### src/rtl/core/tsc_pkg.sv
`timescale 1ns / 1ps
// ----------------------------------------------------------------------------
// tsc_pkg
// Shared types, widths and constants of the Taylor sine/cosine block.
// ----------------------------------------------------------------------------
package tsc_pkg;

  // series length cap (terms per series, first term included)
  localparam int MAX_TERMS = 16;

  localparam int ANGLE_W   = 18;
  localparam int DMAG_W    = ANGLE_W - 1;
  localparam int OUT_W     = 32;
  localparam int ACC_W     = 31;
  localparam int K_W       = $clog2(MAX_TERMS);
  localparam int DIV_W     = $clog2((2 * MAX_TERMS - 2) * (2 * MAX_TERMS - 1) + 1);

  localparam int MAG_W       = 40;
  localparam int X2_W        = 36;
  localparam int MUL_A_W     = 40;
  localparam int MUL_SLICE_W = 18;
  localparam int MUL_B_W     = 2 * MUL_SLICE_W;
  localparam int PP_W        = MUL_A_W + MUL_SLICE_W;
  localparam int PROD_W      = MUL_A_W + MUL_B_W;

  localparam int DVD_W      = 44;
  localparam int DIV_STEP   = 4;
  localparam int DIV_CYCLES = DVD_W / DIV_STEP;
  localparam int DIV_CNT_W  = $clog2(DIV_CYCLES + 1);

  localparam int SUM_W      = 44;
  localparam int CONV_SHIFT = 10;
  localparam int Q_SHIFT    = 30;

  localparam int IN_TDATA_W  = 24;
  localparam int OUT_TDATA_W = 64;
  localparam int CFG_ADDR_W  = 3;
  localparam int CFG_DATA_W  = 32;

  // pi/180 in Q32
  localparam logic [MUL_A_W-1:0]        DEG_TO_RAD_Q32  = 40'd74961321;
  localparam logic signed [ANGLE_W-1:0] ANGLE_CLAMP     = 18'sd92160;
  localparam logic signed [ANGLE_W-1:0] ANGLE_CLAMP_NEG = -18'sd92160;
  localparam logic [MAG_W-1:0]          ONE_MAG         = 40'h0040000000;
  localparam logic signed [SUM_W-1:0]   ONE_SUM         = 44'sh00040000000;
  localparam logic signed [OUT_W-1:0]   ONE_OUT         = 32'sh40000000;
  localparam logic [ACC_W-1:0]          ACC_RESET       = 31'd107374;

  // register index, taken from paddr above the byte offset
  localparam logic [CFG_ADDR_W-3:0] REG_ACCURACY_LIMIT = 1'b0;

  typedef enum logic [3:0] {
    ST_IDLE,
    ST_CONV,
    ST_SQ_START,
    ST_SQ,
    ST_TMUL_START,
    ST_TMUL,
    ST_TDIV,
    ST_TACC,
    ST_DONE
  } tsc_state_t;

  typedef enum logic [1:0] {
    MP_IDLE,
    MP_LO,
    MP_HI,
    MP_SUM
  } mul_phase_t;

  typedef struct packed {
    logic               start;
    logic [MUL_A_W-1:0] a;
    logic [MUL_B_W-1:0] b;
  } mul_req_t;

  typedef struct packed {
    logic              done;
    logic [PROD_W-1:0] prod;
  } mul_rsp_t;

  typedef struct packed {
    logic             start;
    logic [DVD_W-1:0] dividend;
    logic [DIV_W-1:0] divisor;
  } div_req_t;

  typedef struct packed {
    logic             done;
    logic [DVD_W-1:0] quotient;
  } div_rsp_t;

  // k(k+1) style divisor of term k: (2k)(2k+1) for sine, (2k-1)(2k) for cosine
  function automatic logic [DIV_W-1:0] term_divisor(input logic [K_W-1:0] k,
                                                    input logic is_cos);
    logic [K_W+1:0]   n;
    logic [K_W+1:0]   np1;
    logic [2*K_W+3:0] d;
    n   = {1'b0, k, 1'b0} - {{(K_W + 1){1'b0}}, is_cos};
    np1 = n + {{(K_W + 1){1'b0}}, 1'b1};
    d   = {{(K_W + 2){1'b0}}, n} * {{(K_W + 2){1'b0}}, np1};
    return d[DIV_W-1:0];
  endfunction

endpackage

### src/rtl/core/tsc_mul.sv
`timescale 1ns / 1ps
// ----------------------------------------------------------------------------
// tsc_mul
// Shared multiplier: A x B in two 18-bit slices of B, accumulated over cycles.
// ----------------------------------------------------------------------------
module tsc_mul (
  input  logic              clk,
  input  logic              rst_n,
  input  tsc_pkg::mul_req_t req,
  output tsc_pkg::mul_rsp_t rsp
);
  import tsc_pkg::*;

  mul_phase_t         phase_r, phase_nxt;
  logic               done_r;
  logic [MUL_A_W-1:0] a_r;
  logic [MUL_B_W-1:0] b_r;
  logic [PP_W-1:0]    pp_r;
  logic [PROD_W-1:0]  acc_r;

  always_comb begin
    case (phase_r)
      MP_IDLE: phase_nxt = req.start ? MP_LO : MP_IDLE;
      MP_LO:   phase_nxt = MP_HI;
      MP_HI:   phase_nxt = MP_SUM;
      MP_SUM:  phase_nxt = MP_IDLE;
      default: phase_nxt = MP_IDLE;
    endcase
  end

  always_ff @(posedge clk) begin
    if (!rst_n) begin
      phase_r <= MP_IDLE;
      done_r  <= 1'b0;
    end else begin
      phase_r <= phase_nxt;
      done_r  <= (phase_r == MP_SUM);
    end
  end

  always_ff @(posedge clk) begin
    case (phase_r)
      MP_IDLE: begin
        if (req.start) begin
          a_r <= req.a;
          b_r <= req.b;
        end
      end
      MP_LO: pp_r <= PP_W'(a_r) * PP_W'(b_r[MUL_SLICE_W-1:0]);
      MP_HI: begin
        acc_r <= {{(PROD_W - PP_W){1'b0}}, pp_r};
        pp_r  <= PP_W'(a_r) * PP_W'(b_r[MUL_B_W-1:MUL_SLICE_W]);
      end
      MP_SUM: acc_r <= acc_r + ({{(PROD_W - PP_W){1'b0}}, pp_r} << MUL_SLICE_W);
      default: ;
    endcase
  end

  assign rsp.done = done_r;
  assign rsp.prod = acc_r;

endmodule

### src/rtl/core/tsc_div.sv
`timescale 1ns / 1ps
// ----------------------------------------------------------------------------
// tsc_div
// Restoring divider, DIV_STEP quotient bits per cycle.
// ----------------------------------------------------------------------------
module tsc_div (
  input  logic              clk,
  input  logic              rst_n,
  input  tsc_pkg::div_req_t req,
  output tsc_pkg::div_rsp_t rsp
);
  import tsc_pkg::*;

  logic [DIV_CNT_W-1:0] cnt_r;
  logic                 done_r;
  logic [DIV_W-1:0]     rem_r, rem_nxt;
  logic [DIV_W-1:0]     dvs_r;
  logic [DVD_W-1:0]     quo_r, quo_nxt;

  // dividend bits shift out of the top of quo_r, quotient bits enter at the bottom
  always_comb begin : div_steps
    logic [DIV_W:0] trial;
    rem_nxt = rem_r;
    quo_nxt = quo_r;
    for (int i = 0; i < DIV_STEP; i++) begin
      trial   = {rem_nxt, quo_nxt[DVD_W-1]};
      quo_nxt = {quo_nxt[DVD_W-2:0], 1'b0};
      if (trial >= {1'b0, dvs_r}) begin
        trial      = trial - {1'b0, dvs_r};
        quo_nxt[0] = 1'b1;
      end
      rem_nxt = trial[DIV_W-1:0];
    end
  end

  always_ff @(posedge clk) begin
    if (!rst_n) begin
      cnt_r  <= '0;
      done_r <= 1'b0;
    end else begin
      done_r <= (cnt_r == DIV_CNT_W'(1));
      if (cnt_r != '0) begin
        cnt_r <= cnt_r - DIV_CNT_W'(1);
      end else if (req.start) begin
        cnt_r <= DIV_CNT_W'(DIV_CYCLES);
      end
    end
  end

  always_ff @(posedge clk) begin
    if (cnt_r != '0) begin
      rem_r <= rem_nxt;
      quo_r <= quo_nxt;
    end else if (req.start) begin
      rem_r <= '0;
      quo_r <= req.dividend;
      dvs_r <= req.divisor;
    end
  end

  assign rsp.done     = done_r;
  assign rsp.quotient = quo_r;

endmodule

### src/rtl/core/tsc_core.sv
`timescale 1ns / 1ps
// ----------------------------------------------------------------------------
// tsc_core
// Sequencer and term datapath; drives the shared multiplier and divider.
// ----------------------------------------------------------------------------
module tsc_core (
  input  logic                                clk,
  input  logic                                rst_n,
  input  logic                                in_valid,
  output logic                                in_ready,
  input  logic signed [tsc_pkg::ANGLE_W-1:0]  in_angle,
  input  logic [tsc_pkg::ACC_W-1:0]           acc_limit,
  output logic                                out_valid,
  input  logic                                out_ready,
  output logic signed [tsc_pkg::OUT_W-1:0]    out_sine,
  output logic signed [tsc_pkg::OUT_W-1:0]    out_cosine,
  output logic                                out_hit
);
  import tsc_pkg::*;

  tsc_state_t state_r, state_nxt;
  mul_req_t   mul_req;
  mul_rsp_t   mul_rsp;
  div_req_t   div_req;
  div_rsp_t   div_rsp;

  logic                      neg_x_r;
  logic [MAG_W-1:0]          xmag_r;
  logic [X2_W-1:0]           x2_r;
  logic [MAG_W-1:0]          mag_r;
  logic                      neg_r;
  logic signed [SUM_W-1:0]   sum_r;
  logic [K_W-1:0]            k_r;
  logic                      is_cos_r;
  logic                      hit_r;
  logic signed [OUT_W-1:0]   sine_r;
  logic signed [OUT_W-1:0]   cosine_r;
  logic                      out_valid_r;
  logic signed [OUT_W-1:0]   out_sine_r;
  logic signed [OUT_W-1:0]   out_cosine_r;
  logic                      out_hit_r;

  logic signed [ANGLE_W-1:0] deg_clamped;
  logic signed [ANGLE_W-1:0] deg_abs;
  logic [DMAG_W-1:0]         dmag;
  logic [PROD_W-1:0]         prod_rnd_conv;
  logic [PROD_W-1:0]         prod_rnd_q30;
  logic [MAG_W-1:0]          xmag_conv;
  logic [X2_W-1:0]           x2_val;
  logic [DVD_W-1:0]          mul_q30;
  logic [DIV_W-1:0]          divisor;
  logic signed [SUM_W-1:0]   xsum;
  logic signed [SUM_W-1:0]   term_signed;
  logic signed [SUM_W-1:0]   sum_add;
  logic                      term_small;
  logic                      term_last;
  logic                      out_load;

  function automatic logic signed [OUT_W-1:0] sat_one(input logic signed [SUM_W-1:0] v);
    if (v > ONE_SUM) begin
      return ONE_OUT;
    end else if (v < -ONE_SUM) begin
      return -ONE_OUT;
    end else begin
      return $signed(v[OUT_W-1:0]);
    end
  endfunction

  tsc_mul u_mul (
    .clk   (clk),
    .rst_n (rst_n),
    .req   (mul_req),
    .rsp   (mul_rsp)
  );

  tsc_div u_div (
    .clk   (clk),
    .rst_n (rst_n),
    .req   (div_req),
    .rsp   (div_rsp)
  );

  // angle clamp and magnitude
  always_comb begin
    if (in_angle > ANGLE_CLAMP) begin
      deg_clamped = ANGLE_CLAMP;
    end else if (in_angle < ANGLE_CLAMP_NEG) begin
      deg_clamped = ANGLE_CLAMP_NEG;
    end else begin
      deg_clamped = in_angle;
    end
    deg_abs = deg_clamped[ANGLE_W-1] ? -deg_clamped : deg_clamped;
    dmag    = deg_abs[DMAG_W-1:0];
  end

  // round half up, then drop the fraction
  assign prod_rnd_conv = mul_rsp.prod + (PROD_W'(1) << (CONV_SHIFT - 1));
  assign prod_rnd_q30  = mul_rsp.prod + (PROD_W'(1) << (Q_SHIFT - 1));
  assign xmag_conv     = prod_rnd_conv[CONV_SHIFT +: MAG_W];
  assign x2_val        = prod_rnd_q30[Q_SHIFT +: X2_W];
  assign mul_q30       = prod_rnd_q30[Q_SHIFT +: DVD_W];
  assign divisor       = term_divisor(k_r, is_cos_r);

  assign xsum        = neg_x_r ? -$signed({{(SUM_W - MAG_W){1'b0}}, xmag_r})
                               :  $signed({{(SUM_W - MAG_W){1'b0}}, xmag_r});
  assign term_signed = neg_r ? -$signed({{(SUM_W - MAG_W){1'b0}}, mag_r})
                             :  $signed({{(SUM_W - MAG_W){1'b0}}, mag_r});
  assign sum_add     = sum_r + term_signed;
  assign term_small  = ({{(MAG_W - ACC_W){1'b0}}, acc_limit} >= mag_r);
  assign term_last   = (k_r == K_W'(MAX_TERMS - 1));
  assign out_load    = (state_r == ST_DONE) && (!out_valid_r || out_ready);

  // next state
  always_comb begin
    state_nxt = state_r;
    case (state_r)
      ST_IDLE:       if (in_valid) state_nxt = ST_CONV;
      ST_CONV:       if (mul_rsp.done) state_nxt = ST_SQ_START;
      ST_SQ_START:   state_nxt = ST_SQ;
      ST_SQ:         if (mul_rsp.done) state_nxt = ST_TMUL_START;
      ST_TMUL_START: state_nxt = ST_TMUL;
      ST_TMUL:       if (mul_rsp.done) state_nxt = ST_TDIV;
      ST_TDIV:       if (div_rsp.done) state_nxt = ST_TACC;
      ST_TACC: begin
        if ((term_small || term_last) && is_cos_r) begin
          state_nxt = ST_DONE;
        end else begin
          state_nxt = ST_TMUL_START;
        end
      end
      ST_DONE:       if (!out_valid_r || out_ready) state_nxt = ST_IDLE;
      default:       state_nxt = ST_IDLE;
    endcase
  end

  // unit requests
  always_comb begin
    in_ready         = 1'b0;
    mul_req.start    = 1'b0;
    mul_req.a        = mag_r;
    mul_req.b        = x2_r;
    div_req.start    = 1'b0;
    div_req.dividend = mul_q30 + DVD_W'(divisor >> 1);
    div_req.divisor  = divisor;
    case (state_r)
      ST_IDLE: begin
        in_ready      = 1'b1;
        mul_req.start = in_valid;
        mul_req.a     = DEG_TO_RAD_Q32;
        mul_req.b     = {{(MUL_B_W - DMAG_W){1'b0}}, dmag};
      end
      ST_SQ_START: begin
        mul_req.start = 1'b1;
        mul_req.a     = xmag_r;
        mul_req.b     = xmag_r[MUL_B_W-1:0];
      end
      ST_TMUL_START: mul_req.start = 1'b1;
      ST_TMUL:       div_req.start = mul_rsp.done;
      default: ;
    endcase
  end

  always_ff @(posedge clk) begin
    if (!rst_n) begin
      state_r <= ST_IDLE;
    end else begin
      state_r <= state_nxt;
    end
  end

  always_ff @(posedge clk) begin
    case (state_r)
      ST_IDLE: begin
        if (in_valid) begin
          neg_x_r <= deg_clamped[ANGLE_W-1];
        end
      end
      ST_CONV: begin
        if (mul_rsp.done) begin
          xmag_r <= xmag_conv;
        end
      end
      ST_SQ: begin
        // sine series starts from x itself
        if (mul_rsp.done) begin
          x2_r     <= x2_val;
          mag_r    <= xmag_r;
          neg_r    <= neg_x_r;
          sum_r    <= xsum;
          k_r      <= K_W'(1);
          is_cos_r <= 1'b0;
          hit_r    <= 1'b0;
        end
      end
      ST_TDIV: begin
        if (div_rsp.done) begin
          mag_r <= div_rsp.quotient[MAG_W-1:0];
          neg_r <= !neg_r;
        end
      end
      ST_TACC: begin
        if (term_small || term_last) begin
          if (!term_small) begin
            hit_r <= 1'b1;
          end
          if (!is_cos_r) begin
            // sine done, cosine series starts from one
            sine_r   <= sat_one(sum_add);
            mag_r    <= ONE_MAG;
            neg_r    <= 1'b0;
            sum_r    <= ONE_SUM;
            k_r      <= K_W'(1);
            is_cos_r <= 1'b1;
          end else begin
            sum_r    <= sum_add;
            cosine_r <= sat_one(sum_add);
          end
        end else begin
          sum_r <= sum_add;
          k_r   <= k_r + K_W'(1);
        end
      end
      default: ;
    endcase
  end

  // output register
  always_ff @(posedge clk) begin
    if (!rst_n) begin
      out_valid_r <= 1'b0;
    end else if (out_load) begin
      out_valid_r <= 1'b1;
    end else if (out_ready) begin
      out_valid_r <= 1'b0;
    end
  end

  always_ff @(posedge clk) begin
    if (out_load) begin
      out_sine_r   <= sine_r;
      out_cosine_r <= cosine_r;
      out_hit_r    <= hit_r;
    end
  end

  assign out_valid  = out_valid_r;
  assign out_sine   = out_sine_r;
  assign out_cosine = out_cosine_r;
  assign out_hit    = out_hit_r;

endmodule

### src/rtl/core/taylor_sine_cosine_top.sv
`timescale 1ns / 1ps
// ----------------------------------------------------------------------------
// taylor_sine_cosine_top
// Sine and cosine of an angle in degrees by Taylor series, Q2.30 results.
// ----------------------------------------------------------------------------
// Usage:
//   in_*   : one angle per request, degrees with 8 fraction bits, clamped to
//            +-360.0 inside the block.
//   out_*  : sine and cosine in Q2.30, saturated to +-1, plus a flag set when
//            either series reached the term cap without converging.
//   cfg_*  : APB register 0 = accuracy limit (term magnitude stop, Q2.30).
//   Terms:   T, the number of terms computed after the first in both series,
//            lies in 2 to 2*(MAX_TERMS-1), 2 to 30 at MAX_TERMS = 16.
//            Each term is one pass of the shared 40x18 multiplier
//            and one pass of the 4-bit-per-cycle divider.
//   One request is in flight at a time; in_tready is high only while the
//   sequencer is idle. A finished result sits in the output register, and the
//   next request is taken while it waits; a stalled receiver holds the block
//   in its final step once a second result is ready.
//   Reset clears the sequencer and out_tvalid; accuracy limit returns to 0.0001.
// ----------------------------------------------------------------------------
module taylor_sine_cosine_top (
  input  logic                                 clk,
  input  logic                                 rst_n,
  input  logic                                 in_tvalid,
  output logic                                 in_tready,
  input  logic [tsc_pkg::IN_TDATA_W-1:0]       in_tdata,    // [17:0] angle_degrees
  output logic                                 out_tvalid,
  input  logic                                 out_tready,
  output logic [tsc_pkg::OUT_TDATA_W-1:0]      out_tdata,   // [31:0] sine_value, [63:32] cosine_value
  output logic [0:0]                           out_tuser,   // [0] term_limit_hit
  input  logic                                 cfg_psel,
  input  logic                                 cfg_penable,
  input  logic                                 cfg_pwrite,
  input  logic [tsc_pkg::CFG_ADDR_W-1:0]       cfg_paddr,
  input  logic [tsc_pkg::CFG_DATA_W-1:0]       cfg_pwdata,
  output logic [tsc_pkg::CFG_DATA_W-1:0]       cfg_prdata,
  output logic                                 cfg_pready
);
  import tsc_pkg::*;

  logic [ACC_W-1:0]        acc_limit_r;
  logic                    acc_sel;
  logic signed [OUT_W-1:0] sine;
  logic signed [OUT_W-1:0] cosine;
  logic                    hit;

  assign cfg_pready = 1'b1;
  assign acc_sel    = (cfg_paddr[CFG_ADDR_W-1:2] == REG_ACCURACY_LIMIT);

  always_ff @(posedge clk) begin
    if (!rst_n) begin
      acc_limit_r <= ACC_RESET;
    end else if (cfg_psel && cfg_penable && cfg_pwrite && cfg_pready && acc_sel) begin
      acc_limit_r <= cfg_pwdata[ACC_W-1:0];
    end
  end

  assign cfg_prdata = acc_sel ? {{(CFG_DATA_W - ACC_W){1'b0}}, acc_limit_r} : '0;

  tsc_core u_core (
    .clk        (clk),
    .rst_n      (rst_n),
    .in_valid   (in_tvalid),
    .in_ready   (in_tready),
    .in_angle   ($signed(in_tdata[ANGLE_W-1:0])),
    .acc_limit  (acc_limit_r),
    .out_valid  (out_tvalid),
    .out_ready  (out_tready),
    .out_sine   (sine),
    .out_cosine (cosine),
    .out_hit    (hit)
  );

  assign out_tdata = {cosine, sine};
  assign out_tuser = hit;

endmodule

### config.mk
export PLATFORM = sky130hd
export DESIGN_NAME = taylor_sine_cosine_top
export DESIGN_NICKNAME = d
export VERILOG_FILES = /design/src/rtl/core/tsc_pkg.sv /design/src/rtl/core/tsc_mul.sv /design/src/rtl/core/tsc_div.sv /design/src/rtl/core/tsc_core.sv /design/src/rtl/core/taylor_sine_cosine_top.sv
export SDC_FILE = /design/constraint.sdc
export NUM_CORES = 2
export LEC_CHECK = 0
export BUFFER_PORTS_ARGS = -buffer_cell sky130_fd_sc_hd__buf_2
export CORE_AREA = 2 2 427 323
export CTS_CLUSTER_DIAMETER = 150
export DETAILED_ROUTE_END_ITERATION = 12
export DIE_AREA = 0 0 429 325
export GPL_TIMING_DRIVEN = 0
export PLACE_DENSITY = 0.84
export SLEW_MARGIN = 20
export SYNTH_ARGS = -nofsm -noshare
export SYNTH_HDL_FRONTEND = slang
export SYNTH_SLANG_ARGS = --single-unit
### constraint.sdc
create_clock -name clk -period 27.1 [get_ports clk]
set_input_delay 2.71 -clock clk [delete_from_list [all_inputs] [get_ports clk]]
set_output_delay 2.71 -clock clk [all_outputs]
set_load 0.05 [all_outputs]
==> summary.txt <==
Yosys
  • Fraction of the mapped netlist area in adder cells: 38.1%
  • Synth Cell Area: 0.0807 mm^2
  • Post-Syn Nets: 10500
  • Cells after synthesis: 8742
  • Simple-gate area share of the yosys netlist: 16.6%
  • Yosys reg bits: 603
  • Synth Area in XOR/XNOR: 4.38%
  • Post-synth EDFFs: 559
  • Compound-Gate Fraction of Synth Area: 9.31%
  • Largest family of logic cells by synthesized area: adder cells
  • Ys async rst share: 0%
  • Mux cell area share after synthesis: 1.12%
  • Sequential area share after synthesis: 21.9%
  • Netlist cell types: 89
  • Avg Inst Size Synth: 9.23 um^2
  • Warnings from Yosys: 0
  • Main synth FF type: edfxtp_1

Clocking
  • Root Buffer: clkbuf_16
  • TritonCTS buffer count: 54
  • CTS tree: done
  • CTS Buffer Depth: 3
  • Latest clock arrival within the worst-skew pair: 0.65 ns
  • Worst-path clk slew: 0.07 ns
  • Number of H-tree levels: 2
  • CTS resizes: 0
  • # hold bufs at CTS: 0
  • Setup Buffers After CTS: 0
  • # clock sinks: 603

STA
  • Fin. Hold Viols: 0
  • Tmin final: 13.44 ns
  • Fin Hold WS: 0.415 ns
  • Worst Max-Slew Pin Slew: 1.32 ns
  • Clock Skews: 0.0391 ns
  • # setup viols final: 0
  • Fmax: 74.4 MHz
  • Slew headroom: 11.7%
  • Slew Limit Fails: 0
  • RSZ-0062 raised after global routing: false
  • Setup_tns: 0 ns
  • Final worst path period share: 49.6%

Critical path
  • FF-to-FF path depth: 46
  • Max FO, Critical Path: 10
  • Setup slack, reg-to-reg: 13.67 ns
  • Critical path required time: 27.45 ns
  • Slowest Stage Delay on Critical Path: 1.02 ns
  • Worst setup EP type: flip-flop
  • Critical-path top delay cell: nor2_1
  • Arrival @ worst endpoint: 13.78 ns
  • Critical Path Start Type: flip-flop
  • Critical path class: reg2reg
  • Worst path most repeated cell: o21ai_0

Detailed routing
  • WL met2: 113000 um
  • Via count: 67600
  • Initial DRC count: 9352
  • Final wirelength: 297000 um
  • M1 wire length: 116000 um
  • DR top layer: met5
  • Via density: 6.25
  • Met3 Routed Length: 55300 um
  • Number of nets with antenna violations after routing: 0
  • Drt wl/cell: 27.5 um
  • Drt drc: 0
  • Pre-Repair DR Iteration Count: 6

Placed design
  • HPWL Detailed: 249000 um
  • GPL Wtd Cong: 1.11
  • Placed instance area: 0.0841 mm^2
  • PortBufs: 154

Die
  • Die height: 325 um
  • Row cnt: 117
  • Io pins: 166
  • Die Span X: 429 um
  • Core footprint: 0.135 mm^2
  • DIE AREA: 0.139 mm^2
  • Initial Util: 59.7%

GRT
  • Vias in the first global route: 65800
  • First-pass GRT wire length: 433000 um
  • Largest net degree at the start of global routing: 51
  • GR Util All Layers: 42.5%
  • Total congestion overflow: 0
  • Initial antenna violation count: 30

Cells and area
  • Fin nets: 10800
  • Area delta synth->final: 6.55%
  • Fin area: 0.0859 mm^2
  • Filler instances: 11500
  • Layout cells sized above 1: 4.72%
  • Area of the multi-input gates: 0.0561 mm^2
  • Register area: 0.0177 mm^2

Min path
  • Hold path cells: 0
  • Worst min path class: reg2reg

Run status
  • Status: complete, no violations

Job
  • Maxcap violations: 0
-- Yosys cell counts (22+ instances only) --
cell type,instances,area share [%]
and2_1,383,3.0
a21boi_0,35,0.33
nor2_1,258,1.2
nand4_1,53,0.41
xor2_1,135,1.5
or2_2,34,0.26
ha_1,480,7.4
mux2_2,58,0.81
a211oi_1,36,0.34
mux2i_1,25,0.31
a21o_1,122,1.1
a31oi_1,48,0.37
dfxtp_1,44,1.1
or3_1,43,0.33
o31ai_1,61,0.57
edfxtp_1,559,21
buf_1,29,0.13
clkbuf_1,430,2.0
nand2_1,1617,7.5
nor3_1,73,0.45
and3_1,50,0.39
a21oi_1,296,1.8
fa_1,1234,31
o21bai_1,40,0.37
nand2b_1,92,0.71
o211ai_1,22,0.20
o21a_1,46,0.43
inv_1,1390,6.5
o21ai_0,325,2.0
nor2b_1,84,0.65
xnor2_1,263,2.9
nand3_1,113,0.70
-- kinds of logic (layout without fill, tap and decap cells) --
| family | after synthesis | after routing |
|---|---|---|
| compound gates | 1189 | 1189 |
| xor+xnor | 400 | 400 |
| fa+ha+maj | 1714 | 1714 |
| buf+inv | 1856 | 2136 |
| flops | 603 | 603 |
| mux | 83 | 83 |
| other cells | 2 | 15 |
| simple gates | 2895 | 2895 |
-- path summary, 6_finish.rpt --
| check | start | to |
|---|---|---|
| setup reg to reg | u_core.u_div.dvs_r[1] | u_core.u_div.quo_r[0] |
| setup / recovery | u_core.u_div.dvs_r[1] | u_core.u_div.quo_r[0] |
| hold / removal | u_core.sine_r[11] | u_core.out_sine[11] |
| hold reg to reg | u_core.sine_r[11] | u_core.out_sine[11] |
-- flip-flops by register name, summed over array words and instances (netlist names), 9 cells and up --
register and flops:
u_core.x2_r 36, u_core.out_sine 32, u_core.mag_r 40, u_core.cosine_r 32
u_core.out_cosine 32, u_core.u_mul.b_r 36, u_core.u_mul.pp_r 58, u_core.u_div.quo_r 44
acc_limit_r 31, u_core.u_div.dvs_r 9, u_core.xmag_r 40, u_core.u_mul.a_r 40
u_core.u_div.rem_r 10, u_core.sine_r 32, u_core.sum_r 44, u_core.u_mul.acc_r 65
-- cell usage in the layout (no fill, tap or decap), types with 17 or more instances in the layout --
cell type / synthesis / layout
or3_1: 43 / 43
a21oi_1: 296 / 296
a31oi_1: 48 / 48
nor3_1: 73 / 72
nand2_1: 1617 / 1616
buf_1: 29 / 24
xor2_1: 135 / 135
a211oi_1: 36 / 36
o21a_1: 46 / 46
nor2b_1: 84 / 83
ha_1: 480 / 479
a21boi_0: 35 / 35
fa_1: 1234 / 1234
a21o_1: 122 / 122
edfxtp_1: 559 / 559
clkbuf_1: 430 / 414
nor2_1: 258 / 255
or2_2: 34 / 33
or4_1: 18 / 18
o211ai_1: 22 / 22
o41ai_1: 17 / 17
nand2b_1: 92 / 92
dfxtp_1: 44 / 44
mux2i_1: 25 / 25
o21bai_1: 40 / 40
o31ai_1: 61 / 61
nand4_1: 53 / 53
and2_1: 383 / 383
clkbuf_2: 0 / 26
nand3_1: 113 / 113
inv_1: 1390 / 1389
o22ai_1: 18 / 18
xnor2_1: 263 / 263
and3_1: 50 / 50
o21ai_0: 325 / 321
clkbuf_16: 0 / 57
mux2_2: 58 / 58
buf_2: 4 / 165
-- worst max-delay path: cells and delay by family (launching register included) --
kind	cells	cell delay, ns
adders and majority gates	4	1.36
and+or+nand+nor	8	1.95
DFF	1	0.90
AOI/OAI and AO/OA	28	6.05
buffers and inverters	6	2.82
-- per-stage QoR --
step | instances | setup WS, ns | utilization (%)
after floorplan | 8742 | 18.14 | -
after global placement | 10700 | 14.16 | 61.9
after detailed placement | 10700 | 13.83 | 62.2
after CTS | 10800 | 13.77 | 63.6
after global routing | 10800 | 12.85 | 63.6
final | 10800 | 13.67 | 63.6
-- final cells by class --
type	instances	area share, %
Sequential cell	603	20.6
Antenna cell	13	0.0379
Buffer	465	2.08
Tap cell	1785	2.60
Multi-Input combinational cell	6283	65.3
Inverter	1391	6.08
Clock buffer	68	1.77
Timing Repair Buffer	181	1.29
Clock inverter	31	0.322
-- per-layer routing --
metal | vias up | track usage, %
met5 | - | 0
met4 | 34 | 13.6
met3 | 720 | 22.1
met2 | 4892 | 55.0
met1 | 33600 | 60.6
li1 | 28400 | -
Power is left out: the tool's default activity adds up to more than one toggle a clock period on the data nets, which glitch-free logic cannot reach.
